[src/battery_voltage_filtered_history_core_macros.svh]
// Assertion macros for the battery voltage history core.
// No dependencies; included by modules that carry concurrent checks on clk and rst.
`ifndef BATTERY_VOLTAGE_FILTERED_HISTORY_CORE_MACROS_SVH
`define BATTERY_VOLTAGE_FILTERED_HISTORY_CORE_MACROS_SVH
`ifndef SYNTHESIS
`define BVFH_ASSERT_IMPLY(label, cond, prop) \
  label: assert property (@(posedge clk) disable iff (rst) (cond) |-> (prop)) \
    else $error("bvfh: same-cycle check failed");
`define BVFH_ASSERT_NEXT(label, cond, prop) \
  label: assert property (@(posedge clk) disable iff (rst) (cond) |=> (prop)) \
    else $error("bvfh: next-cycle check failed");
`else
`define BVFH_ASSERT_IMPLY(label, cond, prop)
`define BVFH_ASSERT_NEXT(label, cond, prop)
`endif
`endif

[src/bvfh_pkg.sv]
// Shared types and constants for the battery voltage history core.
// No dependencies; imported by every module of the block.
`timescale 1ns / 1ps
package bvfh_pkg;

  localparam int DEFAULT_HISTORY_DEPTH = 32;
  localparam int DEFAULT_SAMPLE_BITS   = 10;
  localparam int DEFAULT_FRAC_BITS     = 16;

  localparam int TIME_BITS     = 32;
  localparam int BETA_BITS     = 16;
  localparam int SAMPLE_IV_BITS = 16;
  localparam int LOG_IV_BITS   = 32;
  localparam int CFG_IDX_BITS  = 2;
  localparam int CFG_DATA_BITS = 32;
  localparam int CMD_BITS      = 2;

  // Filter starts at 511.0.
  localparam int FILTER_INIT_INT = 511;

  localparam logic [BETA_BITS-1:0]      BETA_RESET       = 16'd1638;
  localparam logic [SAMPLE_IV_BITS-1:0] SAMPLE_IV_RESET  = 16'd100;
  localparam logic [LOG_IV_BITS-1:0]    LOG_IV_RESET     = 32'd60000;

  typedef enum logic [CMD_BITS-1:0] {
    CMD_UPDATE = 2'd0,
    CMD_READ   = 2'd1,
    CMD_CLEAR  = 2'd2
  } cmd_t;

  typedef enum logic [CFG_IDX_BITS-1:0] {
    CFG_FILTER_ENABLE = 2'd0,
    CFG_FILTER_BETA   = 2'd1,
    CFG_SAMPLE_IV     = 2'd2,
    CFG_LOG_IV        = 2'd3
  } cfg_idx_t;

  typedef struct packed {
    logic update;
    logic clear;
  } filt_ctrl_t;

  typedef struct packed {
    logic shift;
    logic load;
  } cell_ctrl_t;

endpackage

[src/bvfh_cell.sv]
// One history slot of the shifting history row.
// Depends on bvfh_pkg for the cell control struct.
`timescale 1ns / 1ps
module bvfh_cell #(
  parameter int WIDTH = bvfh_pkg::DEFAULT_SAMPLE_BITS
) (
  input  logic                 clk,
  input  bvfh_pkg::cell_ctrl_t ctrl,
  input  logic [WIDTH-1:0]     new_value,
  input  logic [WIDTH-1:0]     neighbor_value,
  output logic [WIDTH-1:0]     value
);
  import bvfh_pkg::*;

  // A full row shifts toward slot zero; otherwise only the next free slot loads.
  always_ff @(posedge clk) begin
    if (ctrl.shift) begin
      value <= neighbor_value;
    end else if (ctrl.load) begin
      value <= new_value;
    end
  end

endmodule

[src/bvfh_filter.sv]
// Sample latch, sample timer and first-order low-pass filter.
// Depends on bvfh_pkg for widths and the filter control struct.
`timescale 1ns / 1ps
module bvfh_filter #(
  parameter int SAMPLE_BITS = bvfh_pkg::DEFAULT_SAMPLE_BITS,
  parameter int FRAC_BITS   = bvfh_pkg::DEFAULT_FRAC_BITS
) (
  input  logic                                clk,
  input  logic                                rst,
  input  bvfh_pkg::filt_ctrl_t                ctrl,
  input  logic [bvfh_pkg::TIME_BITS-1:0]      current_time,
  input  logic [SAMPLE_BITS-1:0]              adc_sample,
  input  logic                                filter_enable,
  input  logic [bvfh_pkg::BETA_BITS-1:0]      filter_beta,
  input  logic [bvfh_pkg::SAMPLE_IV_BITS-1:0] sample_interval_ms,
  output logic [SAMPLE_BITS-1:0]              voltage
);
  import bvfh_pkg::*;

  localparam int FW = SAMPLE_BITS + FRAC_BITS;
  localparam int PW = BETA_BITS + 1 + FW + 1;

  logic [TIME_BITS-1:0]   sample_timer;
  logic [SAMPLE_BITS-1:0] latched_sample;
  logic [FW-1:0]          filter_value;

  logic [TIME_BITS-1:0]   elapsed;
  logic                   sample_due;
  logic [SAMPLE_BITS-1:0] latched_next;
  logic signed [FW:0]     diff;
  logic signed [PW-1:0]   beta_ext;
  logic signed [PW-1:0]   diff_ext;
  logic signed [PW-1:0]   prod;
  logic signed [PW-1:0]   step;
  logic [FW-1:0]          filter_next;

  assign elapsed      = current_time - sample_timer;
  assign sample_due   = elapsed >= {{(TIME_BITS-SAMPLE_IV_BITS){1'b0}}, sample_interval_ms};
  assign latched_next = sample_due ? adc_sample : latched_sample;

  // y + beta*(x - y) >> 16 with a floor shift equals the weighted sum form exactly.
  assign diff     = $signed({1'b0, latched_next, {FRAC_BITS{1'b0}}})
                  - $signed({1'b0, filter_value});
  assign beta_ext = $signed({{(PW-BETA_BITS){1'b0}}, filter_beta});
  assign diff_ext = $signed({{(PW-FW-1){diff[FW]}}, diff});
  assign prod     = beta_ext * diff_ext;
  assign step     = prod >>> BETA_BITS;
  assign filter_next = filter_value + step[FW-1:0];

  assign voltage = filter_enable ? filter_next[FW-1:FRAC_BITS] : latched_next;

  always_ff @(posedge clk) begin
    if (rst) begin
      sample_timer   <= '0;
      latched_sample <= '0;
      filter_value   <= {SAMPLE_BITS'(FILTER_INIT_INT), {FRAC_BITS{1'b0}}};
    end else begin
      if (ctrl.clear) begin
        sample_timer <= '0;
      end
      if (ctrl.update) begin
        if (sample_due) begin
          sample_timer   <= current_time;
          latched_sample <= adc_sample;
        end
        if (filter_enable) begin
          filter_value <= filter_next;
        end
      end
    end
  end

endmodule

[src/battery_voltage_filtered_history_core.sv]
// Battery voltage history core: configuration registers, log timer, history row
// of bvfh_cell slots, bvfh_filter front end and a two-deep result buffer.
// Depends on bvfh_pkg, bvfh_cell, bvfh_filter and the assertion macro header.
//
// Usage: each input transaction (in_valid, in_stall) carries a command: update
// with a time stamp and converter reading, read of one history slot, or clear.
// Every transaction yields exactly one result transaction (out_valid,
// out_stall) with the filtered voltage, a logged flag, the fill count and the
// read entry. Results are registered; one transaction can be accepted every
// cycle while in_stall is low, as the loops through the beta multiplier and
// the history row shift are combinational between their registers.
// While the receiver stalls, the output register holds its result and a skid
// register takes one more transaction; in_stall rises only when both are full.
// Configuration writes (cfg_write, cfg_index, cfg_data) take effect at the
// next edge; the user must make them while no transaction is outstanding (unenforced).
// Synchronous reset empties the result buffer, zeroes the history count and
// timers, and loads the register defaults and a filter value of 511.0.
`timescale 1ns / 1ps
module battery_voltage_filtered_history_core #(
  parameter int HISTORY_DEPTH = bvfh_pkg::DEFAULT_HISTORY_DEPTH,
  parameter int SAMPLE_BITS   = bvfh_pkg::DEFAULT_SAMPLE_BITS,
  parameter int FRAC_BITS     = bvfh_pkg::DEFAULT_FRAC_BITS
) (
  input  logic                               clk,
  input  logic                               rst,
  input  logic                               cfg_write,
  input  logic [bvfh_pkg::CFG_IDX_BITS-1:0]  cfg_index,
  input  logic [bvfh_pkg::CFG_DATA_BITS-1:0] cfg_data,
  input  logic                               in_valid,
  output logic                               in_stall,
  input  logic [bvfh_pkg::CMD_BITS-1:0]      command,
  input  logic [bvfh_pkg::TIME_BITS-1:0]     current_time,
  input  logic [SAMPLE_BITS-1:0]             adc_sample,
  input  logic [$clog2(HISTORY_DEPTH)-1:0]   read_index,
  output logic                               out_valid,
  input  logic                               out_stall,
  output logic [SAMPLE_BITS-1:0]             voltage_now,
  output logic                               entry_logged,
  output logic [$clog2(HISTORY_DEPTH+1)-1:0] fill_count,
  output logic [SAMPLE_BITS-1:0]             entry_value
);
  import bvfh_pkg::*;
  `include "battery_voltage_filtered_history_core_macros.svh"

  localparam int IW    = $clog2(HISTORY_DEPTH);
  localparam int CW    = $clog2(HISTORY_DEPTH+1);
  localparam int RES_W = SAMPLE_BITS + 1 + CW + SAMPLE_BITS;

  // Configuration registers.
  logic                      filter_enable;
  logic [BETA_BITS-1:0]      filter_beta;
  logic [SAMPLE_IV_BITS-1:0] sample_interval_ms;
  logic [LOG_IV_BITS-1:0]    log_interval_ms;

  always_ff @(posedge clk) begin
    if (rst) begin
      filter_enable      <= 1'b0;
      filter_beta        <= BETA_RESET;
      sample_interval_ms <= SAMPLE_IV_RESET;
      log_interval_ms    <= LOG_IV_RESET;
    end else if (cfg_write) begin
      case (cfg_idx_t'(cfg_index))
        CFG_FILTER_ENABLE: filter_enable      <= cfg_data[0];
        CFG_FILTER_BETA:   filter_beta        <= cfg_data[BETA_BITS-1:0];
        CFG_SAMPLE_IV:     sample_interval_ms <= cfg_data[SAMPLE_IV_BITS-1:0];
        CFG_LOG_IV:        log_interval_ms    <= cfg_data[LOG_IV_BITS-1:0];
        default: ;
      endcase
    end
  end

  // Input decode.
  logic accept;
  logic is_update;
  logic is_read;
  logic is_clear;

  assign accept    = in_valid & ~in_stall;
  assign is_update = accept & (cmd_t'(command) == CMD_UPDATE);
  assign is_read   = accept & (cmd_t'(command) == CMD_READ);
  assign is_clear  = accept & (cmd_t'(command) == CMD_CLEAR);

  // Filter front end.
  filt_ctrl_t             filt_ctrl;
  logic [SAMPLE_BITS-1:0] voltage;

  assign filt_ctrl.update = is_update;
  assign filt_ctrl.clear  = is_clear;

  bvfh_filter #(
    .SAMPLE_BITS (SAMPLE_BITS),
    .FRAC_BITS   (FRAC_BITS)
  ) u_filter (
    .clk                (clk),
    .rst                (rst),
    .ctrl               (filt_ctrl),
    .current_time       (current_time),
    .adc_sample         (adc_sample),
    .filter_enable      (filter_enable),
    .filter_beta        (filter_beta),
    .sample_interval_ms (sample_interval_ms),
    .voltage            (voltage)
  );

  // Log timer and entry count.
  logic [TIME_BITS-1:0] log_timer;
  logic [CW-1:0]        entry_count;
  logic [CW-1:0]        entry_count_next;
  logic                 log_due;
  logic                 log_now;
  logic                 full;

  assign log_due = (current_time - log_timer) >= log_interval_ms;
  assign log_now = is_update & log_due;
  assign full    = entry_count == CW'(HISTORY_DEPTH);

  always_comb begin
    entry_count_next = entry_count;
    if (is_clear) begin
      entry_count_next = '0;
    end else if (log_now && !full) begin
      entry_count_next = entry_count + CW'(1);
    end
  end

  always_ff @(posedge clk) begin
    if (rst) begin
      log_timer   <= '0;
      entry_count <= '0;
    end else begin
      entry_count <= entry_count_next;
      if (is_clear) begin
        log_timer <= '0;
      end else if (log_now) begin
        log_timer <= current_time;
      end
    end
  end

  // History row: slot zero holds the oldest entry.
  logic [SAMPLE_BITS-1:0] slot [HISTORY_DEPTH];

  for (genvar i = 0; i < HISTORY_DEPTH; i++) begin : g_slot
    cell_ctrl_t             cctrl;
    logic [SAMPLE_BITS-1:0] neighbor;

    assign cctrl.shift = log_now & full;
    assign cctrl.load  = log_now & ~full & (entry_count == CW'(i));
    if (i == HISTORY_DEPTH - 1) begin : g_last
      assign neighbor = voltage;
    end else begin : g_mid
      assign neighbor = slot[i+1];
    end

    bvfh_cell #(
      .WIDTH (SAMPLE_BITS)
    ) u_cell (
      .clk            (clk),
      .ctrl           (cctrl),
      .new_value      (voltage),
      .neighbor_value (neighbor),
      .value          (slot[i])
    );
  end

  // Slots at or beyond the count have never been written since the last clear
  // and read as zero.
  logic [SAMPLE_BITS-1:0] entry_read;

  always_comb begin
    entry_read = '0;
    if (is_read && (CW'(read_index) < entry_count)) begin
      entry_read = slot[read_index];
    end
  end

  logic [RES_W-1:0] res_new;

  assign res_new = {(is_update ? voltage : {SAMPLE_BITS{1'b0}}), log_now,
                    entry_count_next, entry_read};

  // Two-deep result buffer: output register plus skid register.
  logic             skid_valid;
  logic [RES_W-1:0] out_res;
  logic [RES_W-1:0] skid_res;
  logic             out_free;

  assign out_free = ~out_valid | ~out_stall;
  assign in_stall = skid_valid;

  always_ff @(posedge clk) begin
    if (rst) begin
      out_valid  <= 1'b0;
      skid_valid <= 1'b0;
    end else if (out_free) begin
      if (skid_valid) begin
        out_valid  <= 1'b1;
        skid_valid <= 1'b0;
      end else begin
        out_valid <= accept;
      end
    end else if (accept) begin
      skid_valid <= 1'b1;
    end
  end

  always_ff @(posedge clk) begin
    if (out_free) begin
      out_res <= skid_valid ? skid_res : res_new;
    end else if (accept) begin
      skid_res <= res_new;
    end
  end

  assign voltage_now  = out_res[RES_W-1 -: SAMPLE_BITS];
  assign entry_logged = out_res[CW + SAMPLE_BITS];
  assign fill_count   = out_res[SAMPLE_BITS +: CW];
  assign entry_value  = out_res[SAMPLE_BITS-1:0];

  `BVFH_ASSERT_IMPLY(a_count_bound, 1'b1, entry_count <= CW'(HISTORY_DEPTH))
  `BVFH_ASSERT_IMPLY(a_skid_behind_out, skid_valid, out_valid)
  `BVFH_ASSERT_NEXT(a_clear_empties, is_clear, entry_count == '0)
  `BVFH_ASSERT_NEXT(a_log_grows, log_now && !full, entry_count == $past(entry_count) + CW'(1))
  `BVFH_ASSERT_IMPLY(a_logged_only_update, log_now, is_update)

endmodule

[config.mk]
export PLATFORM = sky130hd
export DESIGN_NAME = battery_voltage_filtered_history_core
export DESIGN_NICKNAME = d
export VERILOG_FILES = /design/src/bvfh_pkg.sv /design/src/bvfh_cell.sv /design/src/bvfh_filter.sv /design/src/battery_voltage_filtered_history_core.sv
export VERILOG_INCLUDE_DIRS = /design/src /design/src/src
export SDC_FILE = /design/constraint.sdc
export NUM_CORES = 2
export LEC_CHECK = 0
export ABC_AREA = 1
export BUFFER_PORTS_ARGS = -buffer_cell sky130_fd_sc_hd__clkbuf_2
export CAP_MARGIN = 20
export CORE_UTILIZATION = 45
export DETAILED_ROUTE_END_ITERATION = 7
export GPL_ROUTABILITY_DRIVEN = 0
export HOLD_SLACK_MARGIN = 0.06
export PLACE_DENSITY = 0.69
export RECOVER_POWER = 25
export SLEW_MARGIN = 10
export SYNTH_ARGS = -nofsm -noshare
export SYNTH_HDL_FRONTEND = slang
export SYNTH_SLANG_ARGS = --single-unit
[constraint.sdc]
create_clock -name clk -period 22.2 [get_ports clk]
set_input_delay 1.11 -clock clk [delete_from_list [all_inputs] [get_ports clk]]
set_output_delay 1.11 -clock clk [all_outputs]
set_load 0.05 [all_outputs]
# Word-level counts from Yosys, hierarchy flattened
# Index checks and enable logic that the tools add are counted.
# op_classes
add_sub_neg	5
mul	1
n_lt_le_gt_ge	4
n_eq_ne	37
muxes	78
bitwise	46
reduce_logical	46
# op_table
operator	n
$mux W10	70
$eq A6 B5 Y1 const B	16
$mux W32	3
$reduce_bool A2 Y1	32
$sub A32 B32 Y32	2
$bmux W10 S5	1
$eq A6 B4 Y1 const B	8
$mul A17 B27 Y42	1
$and A1 B1 Y1	39
$ge A32 B16 Y1	1
$ge A32 B32 Y1	1
$mux W27	1
$sub A26 B26 Y27	1
$add A26 B26 Y26	1
$eq A6 B3 Y1 const B	4
$eq A6 B2 Y1 const B	2
$mux W6	2
$reduce_and A2 Y1	6
$add A6 B1 Y6 const B	1
$eq A2 B2 Y1 const B	3
$eq A6 B1 Y1 const B	1
$eq A6 B6 Y1 const B	1
$ge A6 B6 Y1 const B	1
$logic_not A6 Y1	1
other kinds (10)	18
# totals
ff_bits	547
in_bits	88
output_inout_bits	29

# Depth between registers and ports, before layout
# logic_depth
word_depth	9
ltp_mapped	69

# By module
# Synthesis repeated with hierarchy kept, for this count alone.
# hier_totals
cells_unflattened	6574
hier_area_um2	49631.4
# by_module_without_submodules
module	instances	cells_each	area_each_um2
bvfh_filter	1	3415	23729.0
bvfh_cell	32	43	434.2
battery_voltage_filtered_history_core	1	1783	12009.0

# Least setup slack after synthesis
# OpenSTA, ideal clock, no wires.
# synth_path
kind	input port to flip-flop
from	in current_time[0] (netlist name)
to	reg g_slot[10].u_cell.value[7] (data pin)
arrival_ps	11727
required_ps	21945
setup_slack_ps	10218
cell_stages	62
path_cell_list	inv_1 ha_1 fa_1 inv_1 nand3_1 nand2_2 nand2_1 nand2_1 xor2_1 ha_1 a21oi_1 nor2_1 a211oi_1 o221ai_1 a21oi_1 buf_2 nand4_4 and2_1 (+26 left out) o21ai_0 inv_1 o21ai_0 a21oi_1 xnor2_1 ha_1 nand2_1 nor4_1 nand4_1 nand3_1 nand2_1 o211ai_1 nand2_1 nand3_1 nand2_1 nand2_2 buf_4 nand2_1
# synth_via
elab_chain_cells	9
elab_cells_between_ends	13
classes_between	4 x add/sub; 1 x mul; 2 x order compare; 4 x mux; 2 x bitwise
# synth_rtl
element	line_no	source
from (decl)	battery_voltage_filtered_history_core.sv:32	input logic [bvfh_pkg::TIME_BITS-1:0] current_time,
$sub A32 B32 Y32	bvfh_filter.sv:37	assign elapsed = current_time - sample_timer;
$ge A32 B16 Y1	bvfh_filter.sv:38	assign sample_due = elapsed >= {{(TIME_BITS-SAMPLE_IV_BITS){1'b0}}, sample_interval_ms};
$mux W10	bvfh_filter.sv:39	assign latched_next = sample_due ? adc_sample : latched_sample;
named net u_filter.latched_next[2]	bvfh_filter.sv:29	logic [SAMPLE_BITS-1:0] latched_next;
$sub A26 B26 Y27	bvfh_filter.sv:43	- $signed({1'b0, filter_value});
$mul A17 B27 Y42	bvfh_filter.sv:46	assign prod = beta_ext * diff_ext;
$add A26 B26 Y26	bvfh_filter.sv:48	assign filter_next = filter_value + step[FW-1:0];
$mux W10	bvfh_filter.sv:50	assign voltage = filter_enable ? filter_next[FW-1:FRAC_BITS] : latched_next;
named net g_slot[0].u_cell.new_value[7]	bvfh_cell.sv:9	input logic [WIDTH-1:0] new_value,
$mux W10	bvfh_cell.sv:19	end else if (ctrl.load) begin
$mux W10	bvfh_cell.sv:17	if (ctrl.shift) begin
to (signal assigned)	bvfh_cell.sv:18	value <= neighbor_value;
to (signal assigned)	bvfh_cell.sv:20	value <= new_value;
to (decl)	bvfh_cell.sv:11	output logic [WIDTH-1:0] value
# The timed path passes the listed nets, and every way through them passes these cells. The select of a mux whose other input is x is not followed.
# A chain may end at the register's enable or synchronous reset.

# Worst setup path after layout
# layout_path
from	in current_time[0] (netlist name)
to	reg g_slot[26].u_cell.value[7] (data pin)
# layout_via
elab_chain_cells	9
elab_cells_between_ends	13
classes_between	4 x add/sub; 1 x mul; 2 x order compare; 4 x mux; 2 x bitwise
# layout_rtl
element	line_no
$sub A32 B32 Y32	bvfh_filter.sv:37
$ge A32 B16 Y1	bvfh_filter.sv:38
$mux W10	bvfh_filter.sv:39
named net u_filter.latched_next[1]	bvfh_filter.sv:29
$sub A26 B26 Y27	bvfh_filter.sv:43
$mul A17 B27 Y42	bvfh_filter.sv:46
$add A26 B26 Y26	bvfh_filter.sv:48
$mux W10	bvfh_filter.sv:50
named net g_slot[0].u_cell.new_value[7]	bvfh_cell.sv:9
$mux W10	bvfh_cell.sv:19
$mux W10	bvfh_cell.sv:17
to (signal assigned)	bvfh_cell.sv:18
to (signal assigned)	bvfh_cell.sv:20
to (decl)	bvfh_cell.sv:11
# The timed path passes the listed nets, and every way through them passes these cells. The select of a mux whose other input is x is not followed.

==> impl_metrics.yaml <==
drt:
  wl_met1_um: 59400
  drc: 0
  wl_per_cell_um: 19.3
  drt_iter0_drc: 4222
  met2_length_um: 65000
  top_layer_used: "met5"
  drtAntennaViolNets: 0
  wl_met3_um: 13700
  first_pass_iters: 6
  routed_wirelength_um: 146000
  avgViaCountPerCell: 5.50
  routed-via-count: 41400
global_route:
  grt_pass1_vias: 40600
  grt_max_degree: 99
  antenna_found_initial: 4
  globalRouteOverflowTotal: 0
  grt_pass1_wl_um: 229000
  grt_util_all_layers_pct: 27.0
timing:
  finClkSkew_ns: 0.0399
  drv_slew: 581
  clock.fmax_mhz: 57.0
  tns_ns: 0
  timing.final.crit_share_pct: 79.0
  min_period_ns: 17.55
  hold_viol_final: 0
  worstMarginPinSlew_ns: 3.98
  setup_viol_count_final: 0
  slew_headroom_pct: -165
  grt_setup_unrepaired: "no"
worst_setup_path:
  worstSetupPathType: "primary input to flip-flop"
  cp_max_fo: 43
  critical_path_required_ns: 22.59
  cpMaxStageDelayCell: "nand4_1"
  startpoint_type: "primary input"
  critPathArrivalTime_ns: 17.93
  crit_path_end_kind: "flip-flop"
  cpPeakStageDelay_ns: 2.23
  crit_top_cell: "nand2_1"
placement:
  postPlaceCellArea_sq_um: 50000
  place.port_buffers: 116
  hpwl_um: 108000
clock_network:
  cts_tree: "done"
  clk_pin_slew_ns: 0.06
  cts-hold-fix-buffers: 0
  clk_latency_ns: 0.69
  cts_setup_buffers: 0
  numClockSinks: 547
  cts_buffer_depth: 3
  htree_levels: 2
  cts_resized: 0
  ctsRootBufferMaster: "clkbuf_16"
  cts_made_buffers: 61
logic_synthesis:
  synth-async-reset-ratio_pct: 0
  syn_area_sq_um: 48400
  ys_types: 58
  synth_cells: 6111
  syn_avg_cell_area_sq_um: 7.92
  yosys_warnings: 0
  synth-seq-cells: 547
  synth_edf_count: 374
  synth_fp_nets: 6862
  ys.flop_type: "edfxtp_1"
  ys_seq_area_share_pct: 30.4
die:
  start_util_pct: 45.7
  die_area_sq_um: 109000
  fp.dieH_um: 330
  boundaryPins: 117
  rows: 119
  coreArea_sq_um: 106000
  die_w_um: 330
cells_and_area:
  layout-drive-gt1-share_pct: 8.74
  fillers: 10200
  fin_area_sq_um: 51800
  layout.nets: 6849
  syn_to_final_growth_pct: 7.09
run_status:
  status: "finished, violations left"
  violations: "max-capacitance violations, max-slew violations"
hold_path:
  hold_path_class: "flip-flop to flip-flop"
run:
  maxCapViolCount: 12
==> synthesized netlist by cell type (5+ instances only) <==
cell,n,area [sq um]
nand2_1,1698,6370
inv_1,978,3670
a21oi_1,474,2370
fa_1,408,8170
edfxtp_1,374,11200
nor2_1,367,1380
ha_1,255,3190
clkbuf_1,220,826
o21ai_0,210,1050
nand2_2,198,1240
nand3_1,179,896
dfxtp_1,173,3460
nand4_1,67,419
xor2_1,66,578
xnor2_1,39,342
inv_2,26,97.6
o211ai_1,26,195
nor2_2,25,156
nor3_1,25,125
a221oi_1,20,175
o31ai_1,20,150
clkinv_1,19,71.3
a22oi_1,18,135
and2_1,18,113
buf_4,17,128
buf_12,16,320
a21o_1,15,113
nor4_1,13,81.3
a31oi_1,12,75.1
o21a_1,11,82.6
o311ai_0,11,96.3
nand3_2,10,100
o221ai_1,10,87.6
o21bai_1,9,67.6
or2_2,9,56.3
o21ai_1,7,35.0
a211oi_1,6,45.0
nand2_4,6,67.6
nand3b_1,6,45.0
nand4_4,6,128
a221o_1,5,50.1
nand2_8,5,100
nor3_2,5,50.1
==> registers in the layout, indices dropped and copies added, names as in the netlist <==
name                     flops
out_res                     27
in_stall                     1
out_valid                    1
u_filter.filter_value       26
u_filter.sample_timer       32
entry_count                  6
u_filter.latched_sample     10
filter_enable                1
g_slot.u_cell.value        320
log_timer                   32
skid_res                    27
filter_beta                 16
sample_interval_ms          16
log_interval_ms             32
==> layout by cell type, fill, tap and decap left out, types with 86 or more instances in the layout <==
cell,Yosys,final
a21oi_1,474,467
clkbuf_2,0,86
dfxtp_1,173,173
edfxtp_1,374,374
fa_1,408,408
ha_1,255,255
inv_1,978,979
nand2_1,1698,1703
nand2_2,198,193
nand3_1,179,178
nor2_1,367,364
o21ai_0,210,210
==> through the flow <==
step / utilization [%] / setup WS, ns / hold slack, ns / std cells
5_1_grt: 48.9 / 3.49 / 0.473 / 7539
2_1_floorplan: - / 10.22 / 0.433 / 6111
3_3_place_gp: 47.2 / 7.63 / 0.445 / 7421
6_report: 48.9 / 4.65 / 0.457 / 7539
3_5_place_dp: 47.2 / 7.39 / 0.447 / 7425
4_1_cts: 49.0 / 8.04 / 0.457 / 7537
==> critical path: cells and delay by family <==
family          cells  cell delay [ns]
fa+ha+maj          12             4.72
simple gates       27             6.95
buf+inv            11             2.96
xor+xnor            2             0.27
compound gates     11             1.90
==> worst paths after layout <==
path,startpoint,end,slack [ns],cells after the start
max,current_time[0],g_slot[26].u_cell.value[7],4.65,63
min,log_timer[3],log_timer[3],0.46,2
max reg2reg,u_filter.sample_timer[0],g_slot[26].u_cell.value[7],4.94,61
min reg2reg,log_timer[3],log_timer[3],0.46,2
==> final cells by class <==
| cell class | instances | area, sq um | share of cell area, % |
|---|---|---|---|
| Tap cell | 1391 | 1740 | 3.36 |
| Timing Repair Buffer | 189 | 1080 | 2.09 |
| Sequential cell | 547 | 14700 | 28.4 |
| Clock buffer | 81 | 1630 | 3.15 |
| Clock inverter | 31 | 287 | 0.553 |
| Multi-Input combinational cell | 4276 | 28500 | 55.1 |
| Inverter | 1023 | 3840 | 7.41 |
| Antenna cell | 1 | 2.50 | 0.00483 |
==> cells by family after synthesis <==
family | synth area share, %
adder cells (fa/ha/maj) | 23.5
XOR/XNOR | 1.93
AO/OA/AOI/OAI | 9.95
buffers and inverters | 10.7
flip-flops | 30.4
AND/OR/NAND/NOR | 23.5
==> metal layers <==
layer,global-route usage (%),vias to the layer above
met5,0,-
met4,12.2,4
met3,4.66,384
met2,42.7,1988
met1,36.3,19800
li1,-,19300
Power is not shown: default switching activity piles up to over one toggle a cycle in this logic, so the estimate is an artifact.
